===== src/rtl/ppd_pkg.sv =====
`timescale 1ns / 1ps

package ppd_pkg;

    // stream widths
    localparam int IN_W     = 384;
    localparam int OUT_W    = 56;
    localparam int DIST_W   = 51;

    // arithmetic widths
    localparam int CRD_W    = 33;   // edge and offset components
    localparam int PRD_W    = 66;   // 33 x 33 partial products
    localparam int NRM_W    = 67;   // signed normal components
    localparam int NSQ_W    = 132;  // one squared normal component
    localparam int TRM_W    = 100;  // one signed dot product term
    localparam int N_W      = 134;  // squared normal length
    localparam int D_W      = 99;   // magnitude of the dot product
    localparam int D2_W     = 198;  // squared dot product
    localparam int SRCH_W   = 200;  // trial value q^2 * N
    localparam int QN_W     = 168;  // running q * N
    localparam int Q_W      = 33;   // root bits; q < 2^33 for any input

    // running state of the bit-by-bit root search
    typedef struct packed {
        logic [SRCH_W-1:0] s;   // q^2 * N
        logic [QN_W-1:0]   p;   // q * N
        logic [Q_W-1:0]    q;   // distance bits found so far
    } srch_t;

endpackage


===== src/rtl/ppd_root_step.sv =====
`timescale 1ns / 1ps

module ppd_root_step
(
    input  ppd_pkg::srch_t                   cur,
    input  logic [ppd_pkg::SRCH_W-1:0]       p_sh,
    input  logic [ppd_pkg::SRCH_W-1:0]       n_sq_sh,
    input  logic [ppd_pkg::QN_W-1:0]         n_sh,
    input  logic [ppd_pkg::Q_W-1:0]          bit_mask,
    input  logic [ppd_pkg::SRCH_W-1:0]       d2,
    output ppd_pkg::srch_t                   nxt
);
    import ppd_pkg::*;

    logic [SRCH_W-1:0] trial;
    logic              fits;

    // (q + 2^k)^2 * N = q^2 N + q N 2^(k+1) + N 2^(2k)
    assign trial = cur.s + p_sh + n_sq_sh;
    assign fits  = (trial <= d2);

    // keep the bit when the trial square stays within D^2
    always_comb
    begin
        nxt = cur;
        if (fits)
        begin
            nxt.s = trial;
            nxt.p = cur.p + n_sh;
            nxt.q = cur.q | bit_mask;
        end
    end

endmodule


===== config.mk =====
export PLATFORM = sky130hd
export DESIGN_NAME = ppd_root_step
export DESIGN_NICKNAME = d
export VERILOG_FILES = /design/src/rtl/ppd_pkg.sv /design/src/rtl/ppd_root_step.sv
export SDC_FILE = /design/constraint.sdc
export NUM_CORES = 2
export LEC_CHECK = 0
export BUFFER_PORTS_ARGS = -buffer_cell sky130_fd_sc_hd__buf_2
export CORE_AREA = 3 3 619 621
export DETAILED_ROUTE_END_ITERATION = 12
export DIE_AREA = 0 0 622 624
export PLACE_DENSITY = 0.35
export SETUP_SLACK_MARGIN = 0.4
export SLEW_MARGIN = 20
export SYNTH_ARGS = -nofsm -noshare
export SYNTH_HDL_FRONTEND = slang
export SYNTH_SLANG_ARGS = --single-unit
export TNS_END_PERCENT = 5

===== constraint.sdc =====
create_clock -name vclk -period 9.5
set_clock_uncertainty 0.2 [all_clocks]
set_input_delay 0.475 -clock vclk [all_inputs]
set_output_delay 0.475 -clock vclk [all_outputs]
set_load 0.01 [all_outputs]

# Yosys cells after proc, flatten, opt, wreduce, memory -nomap -nowiden
# Index checks and enable logic that the tools add are counted.
dict set report word_totals {
  register_bits 0
  latch_bits 0
  ramBits 0
  mem_bits_ro 0
  inputBits 1202
  out_inout_bits 401
  elab_cells 6
  n_memories 0
}
dict set report classes {
  n_addsub 3
  mul 0
  n_div 0
  order_cmp 1
  n_eq_ne 0
  shifts 0
  mux 1
  bitwise 1
  n_reduce_logical 0
}
# op count
set op_table {}
lappend op_table {{two-way mux 401 bit} 1}
lappend op_table {{adder 200 bit} 2}
lappend op_table {{<= comparator 200 bit} 1}
lappend op_table {{adder 168 bit} 1}
lappend op_table {{bitwise OR 33 bit} 1}

# Longest topological paths before layout
dict set report logic_depth {
  depth_word 4
  ltp_mapped 32
}

# Least setup slack after synthesis
# No wires, ideal clock.
dict set report synth_timing {
  path_type {input port to output port}
  from {in cur[202] (netlist bit)}
  to {out nxt[343] (netlist bit)}
  arrival_ns 7.302
  t_required_ns 8.825
  path_slack_ns 1.523
  path_stages 26
  n_path_buf 3
  cell_sequence {fa_1 > ha_1 > fa_1 > a21oi_1 > o211ai_1 > a211oi_1 > nor4_1 > o2111ai_1 > a31oi_1 > a41oi_1 > o41ai_2 > a21o_1 > a211oi_1 > o21ai_0 > xor2_1 > ha_1 > and4_1 > or4b_2 > nor3_1 > nand4_1 > nor4_1 > a21o_1 > clkbuf_1 > clkbuf_1 > buf_1 > mux2_2}
}
# element line_no
set synth_lines {}
lappend synth_lines {{from (decl)} ppd_root_step.sv:5} ;# input ppd_pkg::srch_t cur,
lappend synth_lines {{to (decl)} ppd_root_step.sv:11} ;# output ppd_pkg::srch_t nxt

==> reports/qor.yml <==
worstSetupEndpointType: "output pin"
num_vias: 52010
place_hpwl_um: 382600
route.detailed.wl_per_inst_um: 32.42
port_buffers: 1603
fin_tns_setup_ns: 0
layout-drive-gt1-share_pct: 35.66
grt_pass1_vias: 53805
cp.arrival_ns: 8.40
min_path_type: "in -> out"
netlist.area_leader.share_pct: 18.23
design.seq.count: 0
core_area_sq_mm: 0.3783
clock_buffers: 0
slew_headroom_pct: 19.37
power.leakage_nw: 27.26
finalPower_w: 0.01224
grt_pass1_wl_um: 519200
cp_common_cell: "buf_4"
rows: 226
post-route-drc-count: 0
min_period_ns: 9.076
tightestPinTransition_ns: 1.199
postPlaceCellArea_sq_mm: 0.05718
ant_nets: 0
grt_start_max_net_pins: 36
rsz0062_at_grt: "true"
drv_cap: 0
synthTopCellsByArea: "ha_1 (18%), fa_1 (10%), a21oi_1 (10%), mux2_2 (6.8%), a21o_1 (6.4%)"
timing.hold.ws_ns: 1.041
start_util_pct: 10.25
setup_viol: 0
gp_congestion: 0.9769
ios: 1603
max_freq_mhz: 110.2
critPathRequiredTime_ns: 8.83
yosysMostFrequentCell: "a21oi_1"
die_w_um: 622
drt-initial-drc-count: 3059
outcome: "finished clean"
syn_area_sq_mm: 0.03879
timing.final.crit_share_pct: 95.54
slowest_stage: "or4b_4"
slowest_delay_ns: 0.53
netlist_top_cells_count: "a21oi_1 (787), ha_1 (565), nor2_1 (476)"
slew_viol_final: 0
hold_violations: 0
crit_path_max_fanout: 19
synthCells: 5507
ir_drop_uv: 152.0
yosys_warnings: 0
synth_fp_nets: 7475
final_nets: 9412
syn2layout_area_growth_pct: 55.00
p_per_area_mw_per_mm2: 203.6
synth_top_area_cell: "ha_1"
track_usage_pct: 20.01
fill_cells: 44162
start_kind: "input port"
vias_per_cell: 4.114
final_cell_area_sq_mm: 0.06012
grt_overflow_total: 0
drt-total-wl_um: 409900
ys_types: 79
dr.pass1.iters: 5
seq_area_sq_um: 0
worstSetupPathType: "in -> out"
yosysSeqAreaShare_pct: 0
final_util_pct: 15.89
dieArea_sq_mm: 0.3881
antenna_found_initial: 334
die_h_um: 624
synth.avg_cell_area_sq_um: 7.043
==> layout make-up <==
class                           count  area [sq um]  share of cell area (%)
Multi-Input combinational cell   4913         37830                   62.92
Timing Repair Buffer             2201         14320                   23.82
Tap cell                         5016          6276                   10.44
Inverter                          328          1231                   2.048
Antenna cell                      185         462.9                  0.7701
==> worst max-delay path: cells and delay by family <==
family          cells  cell delay (ns)
compound gates     11             2.33
xor+xnor            1             0.15
fa+ha+maj           4             1.38
buf+inv            13             2.10
mux                 1             0.34
simple gates        6             1.41
==> final timing paths <==
path | startpoint | cells past startpoint | end
worst max-delay path | p_sh[1] | 36 | nxt[261]
worst min-delay path | cur[12] | 3 | nxt[12]
==> report_power, final <==
group / leakage [nW] / switching (W) / internal [W]
Combinational: 27.3 / 0.00706 / 0.00518
Clock: 0.00117 / 0 / 0.00000000211
Sequential: 0 / 0 / 0
Total: 27.3 / 0.00706 / 0.00518
==> layer usage <==
metal	global-route usage, %	wire length [um]
met1	17.10	122700
met2	41.75	233400
met3	3.798	21790
met4	11.97	31090
met5	0	967
==> kinds of logic after synthesis <==
| family | count (synthesis) | synth area share [%] |
|---|---|---|
| AO/OA/AOI/OAI | 1983 | 31.45 |
| adder cells (fa/ha/maj) | 766 | 28.60 |
| AND/OR/NAND/NOR | 1566 | 19.15 |
| multiplexers | 240 | 6.945 |
| XOR/XNOR | 358 | 8.084 |
| buffers and inverters | 594 | 5.778 |
==> what timing repair did <==
action                     CTS  global route
resized for setup          207           122
hold endpoints to repair     0             0
setup endpoints to repair  401           399
gates cloned                 6            11
setup buffers               37            19
pin swaps                   94            70
hold buffers                 0             0
==> cell usage in the layout, fill, tap and decap left out, types with 140 or more instances in the layout <==
| master | n |
|---|---|
| a21o_1 | 326 |
| a21oi_1 | 751 |
| buf_2 | 1538 |
| buf_4 | 512 |
| diode_2 | 185 |
| fa_1 | 194 |
| ha_1 | 547 |
| inv_1 | 328 |
| mux2_2 | 230 |
| nand2_1 | 430 |
| nand4_1 | 252 |
| nor2_1 | 463 |
| o21ai_0 | 349 |
| xnor2_1 | 205 |
| xor2_1 | 140 |
==> metrics by stage <==
step | instances | setup slack [ns]
after floorplan | 5507 | 1.523
after global placement | 12385 | -1.985
after detailed placement | 12385 | -2.048
after CTS | 12428 | 0.4025
after global routing | 12591 | 0.1950
final | 12643 | 0.4241
No activity file was read; power rests on OpenSTA's default activity.
